<file path="src/sv/nwc_pkg.sv">
// Package for the neighbor wake cache.
// Field widths, function codes and parameter defaults shared by the interfaces
// and the top level. No dependencies.
package nwc_pkg;

    localparam int FUNC_W = 1;
    localparam int ID_W   = 8;
    localparam int IVAL_W = 16;
    localparam int NOW_W  = 32;

    localparam int DEFAULT_NEIGHBOR_SLOTS = 10;
    localparam int DEFAULT_TIME_BITS      = 32;

    localparam logic [FUNC_W-1:0] FUNC_UPDATE = 1'b0;
    localparam logic [FUNC_W-1:0] FUNC_QUERY  = 1'b1;

    localparam logic [ID_W-1:0] FREE_ID = '0;

endpackage

</file>
<file path="src/sv/nwc_if.sv">
// Valid/ready channel interfaces for the neighbor wake cache.
// Depends on nwc_pkg for the field widths.
interface nwc_in_if
    import nwc_pkg::*;
();
    logic              valid;
    logic              ready;
    logic [FUNC_W-1:0] func;
    logic [ID_W-1:0]   node_id;
    logic [IVAL_W-1:0] wake_period;
    logic [NOW_W-1:0]  now;

    modport source (output valid, func, node_id, wake_period, now, input ready);
    modport sink   (input valid, func, node_id, wake_period, now, output ready);
endinterface

interface nwc_out_if
    import nwc_pkg::*;
();
    logic              valid;
    logic              ready;
    logic              found;
    logic [IVAL_W-1:0] wait_ticks;
    logic              table_full;

    modport source (output valid, found, wait_ticks, table_full, input ready);
    modport sink   (input valid, found, wait_ticks, table_full, output ready);
endinterface

</file>
<file path="src/sv/neighbor_wake_cache.sv">
// Neighbor wake cache top level: slot table, scan sequencer and serial divider.
// Depends on nwc_pkg and the channel interfaces in nwc_if.sv.
//
// Usage:
//   item   : sink channel. func selects a beacon update or a wake query;
//            node_id, wake_period and now travel with it. One transfer is
//            taken while the block is idle; ready is low until the result of
//            that item has been taken.
//   result : source channel. Exactly one transfer per item, carrying found,
//            wait_ticks and table_full. The result register holds its value
//            while the receiver stalls, and no new item enters meanwhile.
// Sequence: the sequencer reads one slot per cycle across all NEIGHBOR_SLOTS
//   slots. At the last slot an update writes the hit or first free slot (none
//   when the table is full) and shows the result in the next cycle. A query
//   that hits an entry with a nonzero interval then runs a restoring divider,
//   one quotient bit per cycle, over the TIME_BITS-bit elapsed time; other
//   queries go straight to the result. After the result is taken the block
//   returns to idle before the next item is taken.
// Reset clears every slot to free with zero time and interval, and drops
//   any item in flight.
module neighbor_wake_cache
    import nwc_pkg::*;
#(
    parameter int NEIGHBOR_SLOTS = DEFAULT_NEIGHBOR_SLOTS,
    parameter int TIME_BITS      = DEFAULT_TIME_BITS
)(
    input  logic clk,
    input  logic rst_n,
    nwc_in_if.sink    item,
    nwc_out_if.source result
);

    // Stored times keep only the bits that survive both the time mask and
    // the 32-bit store.
    localparam int SEEN_W   = (TIME_BITS < NOW_W) ? TIME_BITS : NOW_W;
    localparam int IDX_W    = (NEIGHBOR_SLOTS > 1) ? $clog2(NEIGHBOR_SLOTS) : 1;
    localparam int DIV_W    = $clog2(TIME_BITS + 1);
    localparam logic [IDX_W-1:0] LAST_IDX = IDX_W'(NEIGHBOR_SLOTS - 1);

    typedef enum logic [1:0] {
        ST_IDLE,
        ST_SCAN,
        ST_DIV,
        ST_OUT
    } state_t;

    state_t state_reg;

    // Slot table
    logic [ID_W-1:0]   slot_id_reg       [NEIGHBOR_SLOTS];
    logic [SEEN_W-1:0] slot_last_seen_reg[NEIGHBOR_SLOTS];
    logic [IVAL_W-1:0] slot_interval_reg [NEIGHBOR_SLOTS];

    // Captured item
    logic [FUNC_W-1:0] func_reg;
    logic [ID_W-1:0]   id_reg;
    logic [IVAL_W-1:0] ival_reg;
    logic [SEEN_W-1:0] now_reg;

    // Scan bookkeeping
    logic [IDX_W-1:0]  scan_reg;
    logic              hit_reg;
    logic [IDX_W-1:0]  hit_idx_reg;
    logic              free_reg;
    logic [IDX_W-1:0]  free_idx_reg;
    logic [SEEN_W-1:0] hit_seen_reg;
    logic [IVAL_W-1:0] hit_ival_reg;

    // Divider
    logic [TIME_BITS-1:0] dividend_reg;
    logic [IVAL_W-1:0]    rem_reg;
    logic [DIV_W-1:0]     div_cnt_reg;

    // Result register
    logic              found_reg;
    logic [IVAL_W-1:0] wait_reg;
    logic              full_reg;

    // Slot under the scan pointer
    logic [ID_W-1:0]   rd_id;
    logic [SEEN_W-1:0] rd_seen;
    logic [IVAL_W-1:0] rd_ival;
    logic              match_now;
    logic              free_now;

    // Scan results including the current slot
    logic              hit_any;
    logic [IDX_W-1:0]  hit_idx;
    logic              free_any;
    logic [IDX_W-1:0]  free_idx;
    logic [SEEN_W-1:0] seen_sel;
    logic [IVAL_W-1:0] ival_sel;
    logic [TIME_BITS-1:0] elapsed;

    // One restoring step
    logic [IVAL_W:0]   rem_shift;
    logic [IVAL_W:0]   rem_diff;
    logic              rem_ge;
    logic [IVAL_W-1:0] rem_next;

    always_comb
    begin
        rd_id     = slot_id_reg[scan_reg];
        rd_seen   = slot_last_seen_reg[scan_reg];
        rd_ival   = slot_interval_reg[scan_reg];
        match_now = (rd_id == id_reg);
        free_now  = (rd_id == FREE_ID);

        // First match wins: keep an earlier hit over the current slot.
        hit_any  = hit_reg | match_now;
        hit_idx  = hit_reg ? hit_idx_reg : scan_reg;
        free_any = free_reg | free_now;
        free_idx = free_reg ? free_idx_reg : scan_reg;
        seen_sel = hit_reg ? hit_seen_reg : rd_seen;
        ival_sel = hit_reg ? hit_ival_reg : rd_ival;

        // Elapsed time wraps modulo 2^TIME_BITS.
        elapsed  = TIME_BITS'(now_reg) - TIME_BITS'(seen_sel);

        rem_shift = {rem_reg, dividend_reg[TIME_BITS-1]};
        rem_diff  = rem_shift - {1'b0, hit_ival_reg};
        rem_ge    = (rem_shift >= {1'b0, hit_ival_reg});
        rem_next  = rem_ge ? rem_diff[IVAL_W-1:0] : rem_shift[IVAL_W-1:0];
    end

    assign item.ready        = (state_reg == ST_IDLE);
    assign result.valid      = (state_reg == ST_OUT);
    assign result.found      = found_reg;
    assign result.wait_ticks = wait_reg;
    assign result.table_full = full_reg;

    always_ff @(posedge clk or negedge rst_n)
    begin
        if (!rst_n)
        begin
            state_reg <= ST_IDLE;
            for (int i = 0; i < NEIGHBOR_SLOTS; i++)
            begin
                slot_id_reg[i]        <= FREE_ID;
                slot_last_seen_reg[i] <= '0;
                slot_interval_reg[i]  <= '0;
            end
        end
        else
        begin
            unique case (state_reg)
                ST_IDLE:
                begin
                    if (item.valid)
                    begin
                        func_reg  <= item.func;
                        id_reg    <= item.node_id;
                        ival_reg  <= item.wake_period;
                        now_reg   <= item.now[SEEN_W-1:0];
                        scan_reg  <= '0;
                        hit_reg   <= 1'b0;
                        free_reg  <= 1'b0;
                        state_reg <= ST_SCAN;
                    end
                end

                ST_SCAN:
                begin
                    // Advance one slot per cycle, latching the first hit and free slot.
                    hit_reg      <= hit_any;
                    hit_idx_reg  <= hit_idx;
                    free_reg     <= free_any;
                    free_idx_reg <= free_idx;
                    hit_seen_reg <= seen_sel;
                    hit_ival_reg <= ival_sel;

                    if (scan_reg != LAST_IDX)
                    begin
                        scan_reg <= scan_reg + 1'b1;
                    end
                    else if (func_reg == FUNC_UPDATE)
                    begin
                        found_reg <= hit_any;
                        wait_reg  <= '0;
                        full_reg  <= !hit_any && !free_any;
                        if (hit_any)
                        begin
                            slot_id_reg[hit_idx]        <= id_reg;
                            slot_last_seen_reg[hit_idx] <= now_reg;
                            slot_interval_reg[hit_idx]  <= ival_reg;
                        end
                        else if (free_any)
                        begin
                            slot_id_reg[free_idx]        <= id_reg;
                            slot_last_seen_reg[free_idx] <= now_reg;
                            slot_interval_reg[free_idx]  <= ival_reg;
                        end
                        state_reg <= ST_OUT;
                    end
                    else
                    begin
                        found_reg <= hit_any;
                        full_reg  <= 1'b0;
                        wait_reg  <= '0;
                        if (hit_any && (ival_sel != '0))
                        begin
                            dividend_reg <= elapsed;
                            rem_reg      <= '0;
                            div_cnt_reg  <= DIV_W'(TIME_BITS);
                            state_reg    <= ST_DIV;
                        end
                        else
                        begin
                            state_reg <= ST_OUT;
                        end
                    end
                end

                ST_DIV:
                begin
                    // One quotient bit per cycle; only the remainder is kept.
                    dividend_reg <= {dividend_reg[TIME_BITS-2:0], 1'b0};
                    rem_reg      <= rem_next;
                    div_cnt_reg  <= div_cnt_reg - 1'b1;
                    if (div_cnt_reg == DIV_W'(1))
                    begin
                        wait_reg  <= hit_ival_reg - rem_next;
                        state_reg <= ST_OUT;
                    end
                end

                ST_OUT:
                begin
                    // Hold the result until the receiver takes the transfer.
                    if (result.ready)
                    begin
                        state_reg <= ST_IDLE;
                    end
                end

                default:
                begin
                    state_reg <= ST_IDLE;
                end
            endcase
        end
    end

endmodule
</file>
<file path="src/flat_wrapper.sv">
// flat-port wrapper written by rule: the top's interface ports become plain ports
module neighbor_wake_cache_flat import nwc_pkg::*;
#(
    parameter int NEIGHBOR_SLOTS = DEFAULT_NEIGHBOR_SLOTS,
    parameter int TIME_BITS      = DEFAULT_TIME_BITS
)
  (clk, rst_n, item_valid, item_func, item_node_id, item_wake_period, item_now, item_ready, result_valid, result_found, result_wait_ticks, result_table_full, result_ready);
  nwc_in_if item_i ();
  nwc_out_if result_i ();
  input  logic clk;
  input  logic rst_n;
  input wire logic [$bits(item_i.valid)-1:0] item_valid;
  input wire logic [$bits(item_i.func)-1:0] item_func;
  input wire logic [$bits(item_i.node_id)-1:0] item_node_id;
  input wire logic [$bits(item_i.wake_period)-1:0] item_wake_period;
  input wire logic [$bits(item_i.now)-1:0] item_now;
  output wire logic [$bits(item_i.ready)-1:0] item_ready;
  output wire logic [$bits(result_i.valid)-1:0] result_valid;
  output wire logic [$bits(result_i.found)-1:0] result_found;
  output wire logic [$bits(result_i.wait_ticks)-1:0] result_wait_ticks;
  output wire logic [$bits(result_i.table_full)-1:0] result_table_full;
  input wire logic [$bits(result_i.ready)-1:0] result_ready;
  assign item_i.valid = item_valid;
  assign item_i.func = item_func;
  assign item_i.node_id = item_node_id;
  assign item_i.wake_period = item_wake_period;
  assign item_i.now = item_now;
  assign item_ready = item_i.ready;
  assign result_valid = result_i.valid;
  assign result_found = result_i.found;
  assign result_wait_ticks = result_i.wait_ticks;
  assign result_table_full = result_i.table_full;
  assign result_i.ready = result_ready;
  neighbor_wake_cache #(.NEIGHBOR_SLOTS(NEIGHBOR_SLOTS), .TIME_BITS(TIME_BITS)) u_core (.clk(clk), .rst_n(rst_n), .item(item_i), .result(result_i));
endmodule
</file>
<file path="config.mk">
export PLATFORM = sky130hd
export DESIGN_NAME = neighbor_wake_cache_flat
export DESIGN_NICKNAME = d
export VERILOG_FILES = /design/src/sv/nwc_pkg.sv /design/src/sv/nwc_if.sv /design/src/sv/neighbor_wake_cache.sv /design/src/flat_wrapper.sv
export SDC_FILE = /design/constraint.sdc
export NUM_CORES = 1
export LEC_CHECK = 0
export CAP_MARGIN = 0
export CORE_MARGIN = 2
export CORE_UTILIZATION = 57
export DETAILED_ROUTE_END_ITERATION = 8
export DONT_BUFFER_PORTS = 1
export GPL_ROUTABILITY_DRIVEN = 0
export PLACE_DENSITY_LB_ADDON = 0.3
export SETUP_SLACK_MARGIN = 0.3
export SYNTH_ARGS = -nofsm -noshare
export SYNTH_HDL_FRONTEND = slang
export SYNTH_SLANG_ARGS = --single-unit
</file>
<file path="constraint.sdc">
create_clock -name clk -period 6.45 [get_ports clk]
set_input_delay 1.29 -clock clk [delete_from_list [all_inputs] [get_ports clk]]
set_output_delay 1.29 -clock clk [all_outputs]
set_load 0.02 [all_outputs]
</file>
After elaboration in Yosys (flattened, before gate mapping)

Index checks and enable logic that the tools add are counted.

Add/sub/neg operators: 5
Order comparisons: 6
Equal/unequal tests: 13
Muxes and demuxes: 66
Bitwise operators: 7
Reduce and logical (&&, ||, !) cells: 21

Operators by type and width:

| cell                | number |
|---|---|
| $bwmux W320         | 2 |
| $mux W320           | 2 |
| $bwmux W160         | 2 |
| $mux W160           | 2 |
| $demux W32 S4       | 2 |
| $mux W32            | 8 |
| $mux W16            | 11 |
| $bwmux W80          | 2 |
| $mux W80            | 2 |
| $bmux W32 S4        | 1 |
| $demux W16 S4       | 2 |
| $bmux W16 S4        | 1 |
| $demux W8 S4        | 2 |
| $pmux W16 S2        | 2 |
| $pmux W32 S2        | 1 |
| $bmux W8 S4         | 1 |
| $mux W8             | 4 |
| $sub A16 B16 Y16    | 2 |
| $sub A32 B32 Y32    | 1 |
| $mux W6             | 3 |
| $ge A17 B16 Y1      | 1 |
| $mux W4             | 4 |
| $reduce_and A4 Y1   | 4 |
| $reduce_bool A16 Y1 | 1 |
| other kinds (28)    | 55 |

Register bits after elaboration: 753
Output and inout port bits: 20
Logic and storage cells: 166

Depth between registers and ports, before layout

Word-level depth: 11
Depth in mapped cells: 26

Worst setup path before layout

OpenSTA, ideal clock, no wires.

Path type: reg2reg
Start: register u_core.scan_reg[0]
End: register u_core.dividend_reg[28], data pin
Library setup time: 0.256 ns
Arrival: 6.013 ns
Required time: 6.194 ns
Path slack: 0.181 ns
Stages on the path, launching flop included: 23
Clock period less this slack: 6.269 ns
Cells stage by stage: edfxtp_1 -> buf_4 -> buf_2 -> buf_2 -> buf_2 -> clkbuf_1 -> buf_1 -> mux4_2 -> and3_1 -> o31ai_1 -> ha_1 -> nor2b_1 -> o21ai_0 -> a21boi_0 -> o21a_1 -> o21ai_0 -> a211oi_1 -> nor4_1 -> nor3_1 -> o31ai_1 -> a21boi_0 -> or3_1 -> a31o_2

Longest elaborated chain between the ends: 10

RTL lines:

| element                                      | RTL line                   | RTL |
|---|---|---|
| from (decl)                                  | neighbor_wake_cache.sv:61  | `logic [IDX_W-1:0] scan_reg;` |
| from (signal assigned)                       | neighbor_wake_cache.sv:174 | `scan_reg <= scan_reg + 1'b1;` |
| $not A4 Y5 (not written as such)             | neighbor_wake_cache.sv:104 | `rd_seen = slot_last_seen_reg[scan_reg];` |
| $bmux W32 S4                                 | neighbor_wake_cache.sv:104 |  |
| $mux W32 (not written as such) (2 in series) | neighbor_wake_cache.sv:104 |  |
| $mux W32                                     | neighbor_wake_cache.sv:114 | `seen_sel = hit_reg ? hit_seen_reg : rd_seen;` |
| $sub A32 B32 Y32                             | neighbor_wake_cache.sv:118 | `elapsed = TIME_BITS'(now_reg) - TIME_BITS'(seen_sel);` |
| $mux W32                                     | neighbor_wake_cache.sv:200 | `if (hit_any && (ival_sel != '0))` |
| $mux W32                                     | neighbor_wake_cache.sv:176 | `else if (func_reg == FUNC_UPDATE)` |
| $mux W32                                     | neighbor_wake_cache.sv:172 | `if (scan_reg != LAST_IDX)` |
| $pmux W32 S2                                 | neighbor_wake_cache.sv:146 | `unique case (state_reg)` |
| to (signal assigned)                         | neighbor_wake_cache.sv:202 | `dividend_reg <= elapsed;` |
| to (signal assigned)                         | neighbor_wake_cache.sv:217 | `dividend_reg <= {dividend_reg[TIME_BITS-2:0], 1'b0};` |
| to (decl)                                    | neighbor_wake_cache.sv:70  | `logic [TIME_BITS-1:0] dividend_reg;` |

No other way between the ends. The select of a mux whose other input is x is not followed.
A chain may end at the register's enable or synchronous reset.

Worst setup path in the final report

Same ends and word-level chain as after synthesis.

==> impl_metrics.csv <==
group,metric,value,unit
timing,fin_crit,5.54,ns
global_route,grt_usage,25.7,%
floorplanning,rows,92,
floorplanning,die-area,66000,um^2
drt,routedWlPerCell,23.7,um
placement,portBuffers,0,
synth,ys_top_cells_by_area,"dfrtp_1 39%, mux2_2 18%, edfxtp_1 16%, mux4_2 6.9%, ha_1 2.2%",
power,powerDensity,357,nW/um^2
timing,rsz0062_at_grt,"no",
layout,regArea,19800,um^2
floorplanning,core,63100,um^2
synth,synth-seq-area-share,54.3,%
drt,wl_met1,37000,um
floorplanning,fp.dieH,257,um
drt,route.vias.total,22100,
global_route,grt_pass1_wl,132000,um
synth,yosys.area.top_type,"dfrtp_1",
synth,synthFlopType,"dfrtp_1",
global_route,grt_pass1_vias,23200,
power,power_leakage,18.5,nW
global_route,grt_overflow,0,
power,ir_worst_vdd,0.253,mV
drt,drtIter0Drc,1933,
outcome,violations,"slew limit",
synth,synth_edf_count,191,
setup_path,end_kind,"flop",
timing,worst_clock_skew,0.0355,ns
synth,synthArstFlopShare,74.6,%
drt,wl_met3,4470,um
setup_path,critPathMaxFanout,45,
global_route,grt_max_degree,568,
synth,ys_warn_count,0,
global_route,antenna_found_initial,3,
timing,worstMarginPinSlew,1.71,ns
drt,highest_layer,"met5",
drt,drc,0,
setup_path,required,6.84,ns
synth,syn_nets,2831,
floorplanning,die_width,257,um
drt,first_pass_iters,6,
timing,timing.fmax,181,MHz
floorplanning,ios,81,
setup_path,startpoint,"u_core.scan_reg[0]",
run,max_cap_violations,0,
synth,synth.top_cell.area_share,38.6,%
setup_path,criticalPathCategory,"reg2reg",
synth,synth-seq-cells,753,
synth,yosysUniqueCellTypes,67,
timing,setup_viol,0,
clock_tree,cts_hold_buf,0,
clock_tree,cts.repair.resized,0,
layout,fill_cells,4626,
layout,fin_area,39700,um^2
timing,hold_viol,0,
layout,multi_input_area,15400,um^2
drt,via_per_inst,6.24,
drt,routed_wl,83900,um
worst_hold_path,hp-class,"in2async",
timing,tns,0,ns
clock_tree,cts_setup_buffers,0,
clock_tree,insertion_delay,0.64,ns
clock_tree,cts.path.max_buffers,3,
clock_tree,cts_tree,"yes",
setup_path,cp-start-kind,"flop",
floorplanning,initial_core_util,57.8,%
layout,antenna_cells,0,
synth,syn_inst,2702,
setup_path,reg2reg_from,"u_core.scan_reg[0]",
clock_tree,clock-sinks,753,
clock_tree,clk_pin_slew,0.06,ns
drt,wl_met2,40200,um
timing,slew_headroom,-13.7,%
timing,min_period_over_period,85.9,%
placement,place_hpwl,50100,um
synth,syn_area_per_cell,13.5,um^2
layout,drive_above_1_share,32.9,%
clock_tree,cts-buffers-inserted,79,
clock_tree,cts-root-buf,"clkbuf_16",
setup_path,arrival,5.93,ns
layout,finalNetCount,2757,
outcome,run_status,"finished with violations",
clock_tree,ctsHtreeMaxLevel,3,
placement,dpl_cell_area,36900,um^2
layout,largest_register_ffs,320,
drt,antenna_left,0,
synth,syn-cell-area,36400,um^2
layout,syn_to_final_growth,9.09,%
timing,maxSlewViolCount,178,
-- layer usage --
layer	up-vias	global-route usage, %
met2	605	42.0
li1	9736	-
met1	11600	36.0
met4	6	7.25
met5	-	0
met3	155	3.92
-- worst max-delay path, cell delays in order (launching register included) --
cell	delay, ns
edfxtp_1	0.51
buf_12	0.37
mux4_2	0.55
a21oi_1	0.19
nor2_1	0.06
o31ai_1	0.33
ha_1	0.32
nor2b_1	0.14
o21ai_0	0.18
a21boi_0	0.15
o21a_1	0.20
o21ai_0	0.32
a211oi_1	0.18
nor4_1	0.57
nor3_1	0.16
o31ai_1	0.33
a21boi_0	0.16
or3_1	0.32
a31o_2	0.24
-- path summary, 6_finish.rpt --
path / cells after the start / slack [ns] / to
min in group clk: 2 / 0.49 / u_core.slot_last_seen_reg[193]
worst min-delay path: 0 / 0.40 / u_core.slot_interval_reg[140]
worst min register to register: 2 / 0.49 / u_core.slot_last_seen_reg[193]
worst max-delay path: 18 / 0.91 / u_core.dividend_reg[28]
max in group asynchronous: 0 / 4.72 / u_core.slot_last_seen_reg[197]
worst max register to register: 18 / 0.91 / u_core.dividend_reg[28]
-- power breakdown --
group          total (mW)  leakage [nW]  switching (mW)  internal, mW
sequential           5.96          9.59           0.381          5.58
clock                4.82          1.38            1.94          2.88
combinational        3.39          7.51            2.00          1.39
total                14.2          18.5            4.32          9.85
-- cells in the final DEF (no fill, tap or decap), drive strengths merged, types with 5 or more instances in the layout --
master / netlist / routed
or2: 5 / 5
o21ai: 90 / 90
o21a: 9 / 9
buf: 129 / 46
and3: 43 / 43
a31oi: 6 / 6
a21oi: 77 / 77
o31ai: 36 / 36
or3: 9 / 9
nand3: 22 / 22
a221o: 11 / 11
o211ai: 6 / 6
nor4: 9 / 9
a211oi: 6 / 6
a21boi: 10 / 10
clkbuf: 72 / 115
clkinv: 1 / 22
nand4: 11 / 11
ha: 65 / 65
mux2i: 54 / 54
bufinv: 0 / 7
inv: 84 / 87
nor3b: 5 / 5
nor2b: 15 / 15
mux2: 575 / 575
dfrtp: 562 / 562
nor2: 130 / 130
xnor2: 34 / 34
mux4: 112 / 112
nand2b: 27 / 27
nand2: 149 / 149
xor2: 27 / 27
and2: 8 / 8
nor3: 36 / 36
a21o: 17 / 17
a221oi: 13 / 13
edfxtp: 191 / 191
a22oi: 9 / 9
-- per-stage QoR --
| stage | util [%] | cells | hold slack (ns) | setup WS [ns] | power [mW] |
|---|---|---|---|---|---|
| after detailed placement | 58.6 | 3393 | 0.478 | 1.03 | 9.39 |
| after global routing | 63.0 | 3541 | 0.364 | 0.548 | 14.8 |
| after global placement | 58.6 | 3393 | 0.472 | 1.09 | 9.26 |
| after CTS | 63.0 | 3541 | 0.358 | 1.00 | 14.2 |
| after floorplan | - | 2702 | 0.444 | 0.380 | 8.48 |
| final | 63.0 | 3541 | 0.401 | 0.912 | 14.2 |
-- area by class of cell --
class / count / share of cell area (%)
clock buffers: 115 / 6.02
clock inverters: 33 / 1.02
well taps: 846 / 2.66
flip-flops and latches: 753 / 49.8
inverters: 85 / 0.803
multi-input cells: 1663 / 38.6
repair buffers: 46 / 1.03
-- cells by family after synthesis --
logic type / count (synthesis) / synth area share [%]
xor gates and xnor gates: 61 / 1.47
DFF: 753 / 54.3
AOI/OAI and AO/OA: 313 / 5.54
buffers and inverters: 286 / 3.84
and+or+nand+nor: 477 / 6.14
muxes: 741 / 26.2
adders and majority gates: 71 / 2.48
-- synthesized netlist by cell type, drive strengths merged, types with 3 or more instances --
| cell | n |
|---|---|
| a211oi | 6 |
| a21boi | 10 |
| a21o | 17 |
| a21oi | 77 |
| a221o | 11 |
| a221oi | 13 |
| a22oi | 9 |
| a31oi | 6 |
| and2 | 8 |
| and3 | 43 |
| buf | 129 |
| clkbuf | 72 |
| dfrtp | 562 |
| edfxtp | 191 |
| fa | 3 |
| ha | 65 |
| inv | 84 |
| maj3 | 3 |
| mux2 | 575 |
| mux2i | 54 |
| mux4 | 112 |
| nand2 | 149 |
| nand2b | 27 |
| nand3 | 22 |
| nand3b | 3 |
| nand4 | 11 |
| nor2 | 130 |
| nor2b | 15 |
| nor3 | 36 |
| nor3b | 5 |
| nor4 | 9 |
| o211ai | 6 |
| o21a | 9 |
| o21ai | 90 |
| o31a | 3 |
| o31ai | 36 |
| or2 | 5 |
| or3 | 9 |
| xnor2 | 34 |
| xor2 | 27 |
Power figures use the tool's default switching activity.
